**config.mk**
```make
export PLATFORM = sky130hd
export DESIGN_NAME = cascaded_position_velocity_pid
export DESIGN_NICKNAME = d
export VERILOG_FILES = /design/src/cpvp_pkg.sv /design/src/cpvp_div.sv /design/src/cascaded_position_velocity_pid.sv
export SDC_FILE = /design/constraint.sdc
export NUM_CORES = 2
export LEC_CHECK = 0
export ABC_AREA = 1
export BUFFER_PORTS_ARGS = -buffer_cell sky130_fd_sc_hd__buf_4
export CAP_MARGIN = 10
export CELL_PAD_IN_SITES_DETAIL_PLACEMENT = 1
export CELL_PAD_IN_SITES_GLOBAL_PLACEMENT = 1
export CORE_UTILIZATION = 45
export DETAILED_ROUTE_END_ITERATION = 6
export GPL_ROUTABILITY_DRIVEN = 1
export PLACE_DENSITY = 0.81
export SKIP_LAST_GASP = 1
export SLEW_MARGIN = 20
export SYNTH_ARGS = -nofsm -noshare
export SYNTH_HDL_FRONTEND = slang
export SYNTH_HIERARCHICAL = 1
export SYNTH_SLANG_ARGS = --single-unit
```
**constraint.sdc**
```tcl
create_clock -name clk -period 25.7 [get_ports clk]
set_clock_uncertainty 0.1 [all_clocks]
set_input_delay 5.14 -clock clk [delete_from_list [all_inputs] [get_ports clk]]
set_output_delay 5.14 -clock clk [all_outputs]
set_load 0.01 [all_outputs]
```
**src/cpvp_pkg.sv**
```systemverilog
// Shared types, widths and constants for the cascaded position/velocity controller.
// Used by cpvp_div and cascaded_position_velocity_pid; no dependencies.
package cpvp_pkg;

	localparam int ERR_W      = 24;
	localparam int SPD_W      = 16;
	localparam int RATIO_W    = 32;
	localparam int DIST_W     = 23;
	localparam int GAIN_W     = 16;
	localparam int CFG_IDX_W  = 3;
	localparam int CFG_DATA_W = 23;

	localparam logic [CFG_IDX_W-1:0] CFG_INTEGRAL_GAIN    = 3'd0;
	localparam logic [CFG_IDX_W-1:0] CFG_DERIVATIVE_GAIN  = 3'd1;
	localparam logic [CFG_IDX_W-1:0] CFG_THROTTLE_RATIO   = 3'd2;
	localparam logic [CFG_IDX_W-1:0] CFG_BRAKE_RATIO      = 3'd3;
	localparam logic [CFG_IDX_W-1:0] CFG_ARRIVE_DISTANCE  = 3'd4;
	localparam logic [CFG_IDX_W-1:0] CFG_STOP_BRAKE_LEVEL = 3'd5;

	localparam logic signed [SPD_W-1:0] SLOW_SPEED = 16'sd26;
	localparam logic [63:0]             GAIN_STEP  = 64'd1163719657;

	typedef struct packed {
		logic               done;
		logic [RATIO_W-1:0] ratio;
	} div_rsp_t;

	// 5^(idx/20) in Q16.16, rounded per step, saturating at all ones
	function automatic logic [31:0] gain_entry(input int unsigned idx);
		logic [63:0] g;
		logic        sat;
		g   = 64'd65536;
		sat = 1'b0;
		for (int i = 0; i < 256; i++) begin
			if (i < idx && !sat) begin
				g = (g * GAIN_STEP + (64'd1 << 29)) >> 30;
				if (g > 64'hFFFF_FFFF) begin
					g   = 64'hFFFF_FFFF;
					sat = 1'b1;
				end
			end
		end
		return g[31:0];
	endfunction

endpackage

```
**src/cpvp_div.sv**
```systemverilog
// Bit-serial restoring divider: ratio = trunc(speed * 2^16 / error), one quotient bit a cycle.
// Depends on cpvp_pkg; error must be positive.
module cpvp_div (
	input  logic                                clk,
	input  logic                                arst_n,
	input  logic                                start,
	input  logic signed [cpvp_pkg::SPD_W-1:0]   spd,
	input  logic        [cpvp_pkg::DIST_W-1:0]  err,
	output cpvp_pkg::div_rsp_t                  rsp
);

	logic                                busy_q;
	logic                                done_q;
	logic [4:0]                          cnt_q;
	logic [cpvp_pkg::RATIO_W-1:0]        dq_q;
	logic [cpvp_pkg::DIST_W-1:0]         rem_q;
	logic [cpvp_pkg::DIST_W-1:0]         dvs_q;
	logic                                neg_q;
	logic [cpvp_pkg::SPD_W-1:0]          spd_mag;
	logic [cpvp_pkg::DIST_W:0]           trial;
	logic [cpvp_pkg::DIST_W:0]           trial_sub;
	logic                                ge;

	assign spd_mag   = spd[cpvp_pkg::SPD_W-1] ? cpvp_pkg::SPD_W'(-spd) : spd;
	assign trial     = {rem_q, dq_q[cpvp_pkg::RATIO_W-1]};
	assign trial_sub = trial - {1'b0, dvs_q};
	assign ge        = trial >= {1'b0, dvs_q};

	always_ff @(posedge clk or negedge arst_n) begin
		if (!arst_n) begin
			busy_q <= 1'b0;
			done_q <= 1'b0;
			cnt_q  <= '0;
		end else begin
			done_q <= 1'b0;
			if (start) begin
				busy_q <= 1'b1;
				cnt_q  <= '0;
			end else if (busy_q) begin
				cnt_q <= cnt_q + 5'd1;
				if (cnt_q == 5'd31) begin
					busy_q <= 1'b0;
					done_q <= 1'b1;
				end
			end
		end
	end

	always_ff @(posedge clk) begin
		if (start) begin
			dq_q  <= {spd_mag, 16'd0};
			rem_q <= '0;
			dvs_q <= err;
			neg_q <= spd[cpvp_pkg::SPD_W-1];
		end else if (busy_q) begin
			rem_q <= ge ? trial_sub[cpvp_pkg::DIST_W-1:0] : trial[cpvp_pkg::DIST_W-1:0];
			dq_q  <= {dq_q[cpvp_pkg::RATIO_W-2:0], ge};
		end
	end

	assign rsp.done  = done_q;
	assign rsp.ratio = neg_q ? -dq_q : dq_q;

endmodule

```
**src/cascaded_position_velocity_pid.sv**
```systemverilog
// Top level: cascaded position/velocity controller with incremental PID on one shared multiplier.
// Depends on cpvp_pkg and cpvp_div.
//
//  channel | dir | handshake               | payload
//  s_axis  | in  | s_axis_tvalid/tready    | tdata: pos_error, speed; tuser: action
//  m_axis  | out | m_axis_tvalid/tready    | tdata: throttle, brake, arrived
//  cfg     | in  | cfg_we (no wait)        | cfg_index, cfg_wdata
//
// A normal tick runs DES, ERR, MULP, MULI, MULD, ADDD, ACC, PED, RES, FIN; DES, MULP, MULI,
// MULD and PED use the shared 33x33 multiplier. A new plan with positive error first waits in
// DIV for the bit-serial divider. A tick after the target was reached goes straight to FIN.
// Reset clears all loop state and loads register defaults. A full output register stalls
// the last step; input is taken only when idle.
module cascaded_position_velocity_pid #(
	parameter int GAIN_TABLE_ENTRIES = 64,
	parameter int ACCUM_WIDTH        = 32
) (
	input  logic        clk,
	input  logic        arst_n,
	input  logic        s_axis_tvalid,
	output logic        s_axis_tready,
	input  logic [39:0] s_axis_tdata,   // [23:0] pos_error, [39:24] speed
	input  logic        s_axis_tuser,   // [0] action
	output logic        m_axis_tvalid,
	input  logic        m_axis_tready,
	output logic [39:0] m_axis_tdata,   // [15:0] throttle, [31:16] brake, [32] arrived
	input  logic                                  cfg_we,
	input  logic [cpvp_pkg::CFG_IDX_W-1:0]        cfg_index,
	input  logic [cpvp_pkg::CFG_DATA_W-1:0]       cfg_wdata
);

	localparam int IDX_W   = $clog2(GAIN_TABLE_ENTRIES);
	localparam int MAG_W   = ((ACCUM_WIDTH > 32) ? ACCUM_WIDTH : 32) + 1;
	localparam int DELTA_W = 42;
	localparam int SUM_W   = ((ACCUM_WIDTH > DELTA_W) ? ACCUM_WIDTH : DELTA_W) + 2;
	localparam logic signed [SUM_W-1:0] ACC_MAX =
		SUM_W'((64'sd1 <<< (ACCUM_WIDTH - 1)) - 64'sd1);
	localparam logic signed [SUM_W-1:0] ACC_MIN = -ACC_MAX - SUM_W'(1);
	localparam logic [7:0] BAND_TOP = 8'(GAIN_TABLE_ENTRIES - 1);
	localparam logic signed [40:0] E_MAX = 41'sd8388607;
	localparam logic signed [40:0] E_MIN = -41'sd8388608;

	localparam logic [3:0] S_IDLE = 4'd0;
	localparam logic [3:0] S_DIV  = 4'd1;
	localparam logic [3:0] S_DES  = 4'd2;
	localparam logic [3:0] S_ERR  = 4'd3;
	localparam logic [3:0] S_MULP = 4'd4;
	localparam logic [3:0] S_MULI = 4'd5;
	localparam logic [3:0] S_MULD = 4'd6;
	localparam logic [3:0] S_ADDD = 4'd7;
	localparam logic [3:0] S_ACC  = 4'd8;
	localparam logic [3:0] S_PED  = 4'd9;
	localparam logic [3:0] S_RES  = 4'd10;
	localparam logic [3:0] S_FIN  = 4'd11;

	logic [3:0] state_q;

	logic [cpvp_pkg::GAIN_W-1:0] ki_q, kd_q, thr_ratio_q, brk_ratio_q, stop_lvl_q;
	logic [cpvp_pkg::DIST_W-1:0] arr_dist_q;

	logic                                 reached_q;
	logic signed [cpvp_pkg::RATIO_W-1:0]  ratio_q;
	logic signed [ACCUM_WIDTH-1:0]        acc_q;
	logic signed [cpvp_pkg::ERR_W-1:0]    e1_q, e2_q;

	logic signed [cpvp_pkg::ERR_W-1:0]    err_q;
	logic signed [cpvp_pkg::SPD_W-1:0]    spd_q;
	logic                                 plan_q;
	logic signed [cpvp_pkg::ERR_W-1:0]    e_q;
	logic [31:0]                          kp_q;
	logic signed [65:0]                   prod_q;
	logic signed [SUM_W-1:0]              sum_q;
	logic [15:0]                          res_thr_q, res_brk_q;
	logic                                 res_arr_q;
	logic                                 m_tvalid_q;
	logic [39:0]                          out_data_q;

	logic                                 in_fire;
	logic                                 in_action;
	logic signed [cpvp_pkg::ERR_W-1:0]    in_err;
	logic signed [cpvp_pkg::SPD_W-1:0]    in_spd;
	logic                                 in_err_pos;
	logic                                 div_start;
	cpvp_pkg::div_rsp_t                   div_rsp;
	logic                                 out_free;

	logic [31:0]                          gain_rom [GAIN_TABLE_ENTRIES];
	logic [7:0]                           spd_band;
	logic [IDX_W-1:0]                     kp_idx;

	logic signed [39:0]                   desired;
	logic signed [40:0]                   des_diff;
	logic signed [cpvp_pkg::ERR_W-1:0]    e_sat;
	logic signed [24:0]                   e_d1;
	logic signed [25:0]                   e_d2;
	logic signed [49:0]                   sh16;
	logic signed [57:0]                   sh8;
	logic signed [32:0]                   mul_a, mul_b;
	logic signed [65:0]                   mul_p;
	logic signed [MAG_W-1:0]              acc_ext;
	logic [MAG_W-1:0]                     acc_mag;
	logic                                 acc_pos;
	logic                                 acc_hi;
	logic [cpvp_pkg::GAIN_W-1:0]          ped_ratio;
	logic [15:0]                          ped_val;
	logic                                 arrive;

	generate
		for (genvar gi = 0; gi < GAIN_TABLE_ENTRIES; gi++) begin : g_rom
			localparam logic [31:0] GV = cpvp_pkg::gain_entry(gi);
			assign gain_rom[gi] = GV;
		end
	endgenerate

	assign in_action  = s_axis_tuser;
	assign in_err     = s_axis_tdata[23:0];
	assign in_spd     = s_axis_tdata[39:24];
	assign in_err_pos = !in_err[cpvp_pkg::ERR_W-1] && (|in_err[cpvp_pkg::ERR_W-2:0]);
	assign s_axis_tready = (state_q == S_IDLE);
	assign in_fire    = s_axis_tvalid && s_axis_tready;
	assign div_start  = in_fire && in_action && in_err_pos;
	assign out_free   = !m_tvalid_q || m_axis_tready;

	cpvp_div u_div (
		.clk    (clk),
		.arst_n (arst_n),
		.start  (div_start),
		.spd    (in_spd),
		.err    (in_err[cpvp_pkg::DIST_W-1:0]),
		.rsp    (div_rsp)
	);

	assign spd_band = spd_q[14:7];
	assign kp_idx   = spd_q[cpvp_pkg::SPD_W-1] ? '0 :
		(spd_band > BAND_TOP) ? IDX_W'(GAIN_TABLE_ENTRIES - 1) : IDX_W'(spd_band);

	assign desired  = prod_q[55:16];
	assign des_diff = 41'(desired) - 41'(spd_q);
	assign e_sat    = (des_diff > E_MAX) ? cpvp_pkg::ERR_W'(E_MAX) :
		(des_diff < E_MIN) ? cpvp_pkg::ERR_W'(E_MIN) : des_diff[cpvp_pkg::ERR_W-1:0];

	assign e_d1 = 25'(e_q) - 25'(e1_q);
	assign e_d2 = 26'(e_q) - 26'(e1_q) - 26'(e1_q) + 26'(e2_q);
	assign sh16 = prod_q[65:16];
	assign sh8  = prod_q[65:8];

	assign acc_pos   = !acc_q[ACCUM_WIDTH-1];
	assign acc_ext   = MAG_W'(acc_q);
	assign acc_mag   = acc_pos ? acc_ext : MAG_W'(-acc_ext);
	assign acc_hi    = |acc_mag[MAG_W-1:32];
	assign ped_ratio = acc_pos ? thr_ratio_q : brk_ratio_q;
	assign ped_val   = ((acc_hi && ped_ratio != '0) || (|prod_q[47:32])) ?
		16'hFFFF : prod_q[31:16];
	assign arrive    = (spd_q < cpvp_pkg::SLOW_SPEED) ||
		(err_q < $signed({1'b0, arr_dist_q}));

	always_comb begin
		mul_a = '0;
		mul_b = '0;
		unique case (state_q)
			S_DES: begin
				mul_a = 33'(err_q);
				mul_b = 33'(ratio_q);
			end
			S_MULP: begin
				mul_a = {1'b0, kp_q};
				mul_b = 33'(e_d1);
			end
			S_MULI: begin
				mul_a = {17'd0, ki_q};
				mul_b = 33'(e_q);
			end
			S_MULD: begin
				mul_a = {17'd0, kd_q};
				mul_b = 33'(e_d2);
			end
			S_PED: begin
				mul_a = {17'd0, ped_ratio};
				mul_b = {1'b0, acc_mag[31:0]};
			end
			default: begin
				mul_a = '0;
				mul_b = '0;
			end
		endcase
	end

	assign mul_p = 66'(mul_a) * 66'(mul_b);

	always_ff @(posedge clk or negedge arst_n) begin
		if (!arst_n) begin
			ki_q        <= '0;
			kd_q        <= '0;
			thr_ratio_q <= 16'd256;
			brk_ratio_q <= 16'd256;
			arr_dist_q  <= 23'd26;
			stop_lvl_q  <= 16'd3000;
		end else if (cfg_we) begin
			unique case (cfg_index)
				cpvp_pkg::CFG_INTEGRAL_GAIN:    ki_q        <= cfg_wdata[15:0];
				cpvp_pkg::CFG_DERIVATIVE_GAIN:  kd_q        <= cfg_wdata[15:0];
				cpvp_pkg::CFG_THROTTLE_RATIO:   thr_ratio_q <= cfg_wdata[15:0];
				cpvp_pkg::CFG_BRAKE_RATIO:      brk_ratio_q <= cfg_wdata[15:0];
				cpvp_pkg::CFG_ARRIVE_DISTANCE:  arr_dist_q  <= cfg_wdata;
				cpvp_pkg::CFG_STOP_BRAKE_LEVEL: stop_lvl_q  <= cfg_wdata[15:0];
				default: begin
				end
			endcase
		end
	end

	always_ff @(posedge clk or negedge arst_n) begin
		if (!arst_n) begin
			state_q    <= S_IDLE;
			reached_q  <= 1'b0;
			ratio_q    <= '0;
			acc_q      <= '0;
			e1_q       <= '0;
			e2_q       <= '0;
			m_tvalid_q <= 1'b0;
		end else begin
			if (state_q == S_FIN && out_free)
				m_tvalid_q <= 1'b1;
			else if (m_axis_tready)
				m_tvalid_q <= 1'b0;
			unique case (state_q)
				S_IDLE: begin
					if (in_fire) begin
						if (in_action) begin
							reached_q <= 1'b0;
							if (in_err_pos) begin
								state_q <= S_DIV;
							end else begin
								ratio_q <= '0;
								state_q <= S_DES;
							end
						end else if (reached_q) begin
							state_q <= S_FIN;
						end else begin
							state_q <= S_DES;
						end
					end
				end
				S_DIV: begin
					if (div_rsp.done) begin
						ratio_q <= div_rsp.ratio;
						state_q <= S_DES;
					end
				end
				S_DES:  state_q <= S_ERR;
				S_ERR:  state_q <= S_MULP;
				S_MULP: state_q <= S_MULI;
				S_MULI: state_q <= S_MULD;
				S_MULD: state_q <= S_ADDD;
				S_ADDD: state_q <= S_ACC;
				S_ACC: begin
					if (!plan_q)
						acc_q <= (sum_q > ACC_MAX) ? ACCUM_WIDTH'(ACC_MAX) :
							(sum_q < ACC_MIN) ? ACCUM_WIDTH'(ACC_MIN) : ACCUM_WIDTH'(sum_q);
					e2_q    <= e1_q;
					e1_q    <= e_q;
					state_q <= S_PED;
				end
				S_PED: state_q <= S_RES;
				S_RES: begin
					if (arrive)
						reached_q <= 1'b1;
					state_q <= S_FIN;
				end
				S_FIN: begin
					if (out_free)
						state_q <= S_IDLE;
				end
				default: state_q <= S_IDLE;
			endcase
		end
	end

	always_ff @(posedge clk) begin
		if (in_fire) begin
			err_q     <= in_err;
			spd_q     <= in_spd;
			plan_q    <= in_action;
			res_thr_q <= '0;
			res_brk_q <= stop_lvl_q;
			res_arr_q <= 1'b1;
		end
		unique case (state_q)
			S_DES, S_MULP, S_PED: prod_q <= mul_p;
			S_ERR: begin
				e_q   <= e_sat;
				kp_q  <= gain_rom[kp_idx];
				sum_q <= SUM_W'(acc_q);
			end
			S_MULI: begin
				sum_q  <= sum_q + SUM_W'(sh16);
				prod_q <= mul_p;
			end
			S_MULD: begin
				sum_q  <= sum_q + SUM_W'(sh8);
				prod_q <= mul_p;
			end
			S_ADDD: sum_q <= sum_q + SUM_W'(sh8);
			S_RES: begin
				if (arrive) begin
					res_thr_q <= '0;
					res_brk_q <= stop_lvl_q;
					res_arr_q <= 1'b1;
				end else begin
					res_thr_q <= acc_pos ? ped_val : 16'd0;
					res_brk_q <= acc_pos ? 16'd0 : ped_val;
					res_arr_q <= 1'b0;
				end
			end
			S_FIN: begin
				if (out_free)
					out_data_q <= {7'd0, res_arr_q, res_brk_q, res_thr_q};
			end
			default: begin
			end
		endcase
	end

	assign m_axis_tvalid = m_tvalid_q;
	assign m_axis_tdata  = out_data_q;

	a_div_done_in_div: assert property (@(posedge clk) disable iff (!arst_n)
		div_rsp.done |-> state_q == S_DIV)
		else $error("divider finished outside the divide step");

	a_arrived_no_throttle: assert property (@(posedge clk) disable iff (!arst_n)
		(m_axis_tvalid && m_axis_tdata[32]) |-> m_axis_tdata[15:0] == 16'd0)
		else $error("throttle applied on an arrived word");

	a_reached_holds: assert property (@(posedge clk) disable iff (!arst_n)
		(reached_q && !(in_fire && in_action)) |=> reached_q)
		else $error("reached latch dropped without a new plan");

	a_idle_no_div: assert property (@(posedge clk) disable iff (!arst_n)
		(state_q == S_DIV && !div_rsp.done) |=> state_q == S_DIV)
		else $error("left the divide step before the quotient was ready");

endmodule
```
==> results.py <==
metrics = {
    "worst_setup_path": {
        "slowest_delay_ns": 1.14,
        "crit_type": "flop to flop",
        "r2r-start": "e_q[0]",
        "critPathRequiredTime_ns": 25.96,
        "cp_slowest_cell": "fa_1",
        "startpoint_type": "flop",
        "crit_fanout": 25,
        "rr_endpoint": "prod_q[59]",
        "rrSetupSlack_ns": 14.11,
        "worstRegToRegCells": 34,
        "arrival_ns": 11.85,
        "end_kind": "flop",
        "critPathMostFrequentCell": "fa_1",
    },
    "cts": {
        "post_cts_resized": 0,
        "clk_path_buf_depth": 3,
        "cts_tree": "done",
        "ctsHoldBuffers": 0,
        "clkLatencyLatePin_ns": 0.70,
        "cts_sinks": 558,
        "postCtsSetupBuffers": 0,
        "clkTransAtPathRegs_ns": 0.06,
        "cts-root-buf": "clkbuf_16",
        "cts_inserted_buffers": 61,
        "htree_levels": 2,
    },
    "synthesis": {
        "ys_async_sr_fraction_pct": 40.86,
        "ys_seq_elements": 558,
        "avgSynthCellArea_sq_um": 7.860,
        "netlist_instances": 8895,
        "synthDistinctLibCells": 80,
        "yosys_warnings": 6,
        "synth_edf_count": 291,
        "yosysSeqAreaShare_pct": 21.80,
        "synth_ff_type": "edfxtp_1",
        "synth_area_sq_mm": 0.06991,
    },
    "layout": {
        "mostFrequentLayoutCell": "nand2_1",
        "fillCellCount": 19050,
        "num-nets-final": 10270,
        "final_cell_mix": "nand2_1, inv_1, fa_1",
        "layout-drive-gt1-share_pct": 5.528,
        "multi_input_area_sq_mm": 0.04598,
        "seqCellArea_sq_mm": 0.01524,
        "area_growth_pct": 7.139,
    },
    "grt": {
        "grt_usage_pct": 33.64,
        "grt_max_degree": 94,
        "overflow": 0,
        "grt_pass1_wl_microns": 402800,
        "grt_pass1_vias": 66830,
        "antenna_found_initial": 5,
    },
    "route": {
        "vias_per_cell": 5.609,
        "wl_microns": 262800,
        "ant_nets": 0,
        "first_pass_iters": 7,
        "drcViolationCount": 9,
        "drt_iter0_markers": 5204,
        "wire_per_inst_microns": 23.96,
        "vias": 61510,
    },
    "min_path": {
        "hp-start": "res_thr_q[15]",
        "hp-class": "flop to flop",
        "holdPathStages": 0,
        "worstHoldEndpoint": "m_axis_tdata[15]",
    },
    "sta": {
        "slew_violations": 0,
        "hold_viol": 0,
        "timing.fmax_mhz": 86.30,
        "setup_viol": 0,
        "rsz0062_at_grt": "false",
        "tightest_slew_ns": 1.183,
        "period_share_pct": 45.09,
        "timing.slew.headroom_pct": 20.94,
        "period_needed_ns": 11.59,
        "setup_tns_ns": 0,
    },
    "floorplan": {
        "die_h_microns": 396.2,
        "io_pins": 114,
        "start_util_pct": 45.33,
        "row_count": 144,
        "die_area_sq_mm": 0.1569,
        "core_area_sq_mm": 0.1542,
        "die_w_microns": 396.2,
    },
    "placement": {
        "gp_congestion": 1.000,
        "hpwl_microns": 212900,
        "io_buffers": 106,
    },
    "run_status": {
        "outcome": "finished, violations left",
        "violations": "design-rule violations",
    },
    "run": {
        "cap_violations": 0,
    },
}
per-layer routing:
layer  up-vias  global-route usage (%)  wire, microns
met4         6                   15.12          13650
li1      27370                       -              -
met1     31450                   44.52         109100
met5         -                       0             38
met3       529                   5.072          18490
met2      2158                   54.51         121500
stage by stage:
stage | instances | setup slack, ns | utilization, % | hold WS (ns) | area, sq um
global placement | 10850 | 14.50 | 47.20 | 0.3008 | 72800
floorplan | 8901 | 15.70 | - | 0.3003 | 69940
finish | 10970 | 14.11 | 48.57 | 0.3186 | 74910
global route | 10960 | 13.36 | 48.56 | 0.3227 | 74900
detailed placement | 10850 | 14.25 | 47.20 | 0.3063 | 72800
CTS | 10960 | 14.18 | 48.53 | 0.3210 | 74850
worst max path at each step:
stage	end	cells after the start	from	slack, ns
after global routing	prod_q[59]	34	e_q[0]	13.36
after detailed placement	prod_q[59]	33	e1_q[5]	14.25
after CTS	prod_q[59]	34	e_q[0]	14.18
after floorplan	u_div/dq_q[16]	8	s_axis_tvalid	15.70
final	prod_q[59]	34	e_q[0]	14.11
after global placement	prod_q[59]	33	e1_q[5]	14.50
flip-flops by register name, summed over array words and instances (netlist names), 32 cells and up:
signal        count
m_axis_tdata     33
prod_q           52
sum_q            44
ratio_q          32
u_div/dq_q       32
acc_q            32
final cells by class:
cell class	instances	share of cell area, %
Timing Repair Buffer	198	2.021
Inverter	2010	10.08
Sequential cell	558	20.35
Tap cell	2044	3.414
Multi-Input combinational cell	6038	61.39
Antenna cell	4	0.01336
Clock inverter	40	0.5228
Clock buffer	75	2.220
worst max-delay path: cells and delay by family, from the launching register on:
| family | cells | cell delay (ns) |
|---|---|---|
| AO/OA/AOI/OAI | 12 | 2.38 |
| buffers and inverters | 4 | 0.35 |
| adder cells (fa/ha/maj) | 12 | 6.26 |
| XOR/XNOR | 1 | 0.16 |
| AND/OR/NAND/NOR | 5 | 1.48 |
| flip-flops | 1 | 0.45 |
synth_stat cells (all sizes together) (9+ instances only):
master  instances  share of area (%)
nand2        2138                 12
edfxtp        291                 12
a21o           20               0.21
o22ai          48               0.44
a31oi          41               0.37
buf           118               0.99
inv          2005                 11
nor3           60               0.45
o221ai         17               0.21
dfstp          12               0.45
o21ai         652                4.8
dfrtp         216                7.7
nand3         278                2.1
a21oi         415                3.0
xnor2          44               0.55
or2            20               0.18
a22o            9               0.11
a221oi         21               0.26
nor2          595                3.5
xor2          104                1.3
o21bai         20               0.23
o211ai         24               0.27
o31ai          12               0.13
fa            940                 27
o21a           25               0.27
ha            393                7.0
clkbuf        177               0.95
nand4          69               0.65
a211oi         10               0.11
dfxtp          39                1.1
nor4           26               0.23
kinds of logic (layout without fill, tap and decap cells):
logic type      after synthesis  after routing  share of synthesized area (%)
compound gates             1341           1341                          10.71
xor+xnor                    148            148                          1.854
fa+ha+maj                  1333           1333                          33.95
buf+inv                    2305           2323                          12.74
flops                       558            558                          21.80
mux                           1              1                        0.01432
other cells                   1             11                       0.005364
simple gates               3208           3208                          18.93
Power is left out: the tool's default activity adds up to more than one toggle a clock period on the data nets, which glitch-free logic cannot reach.
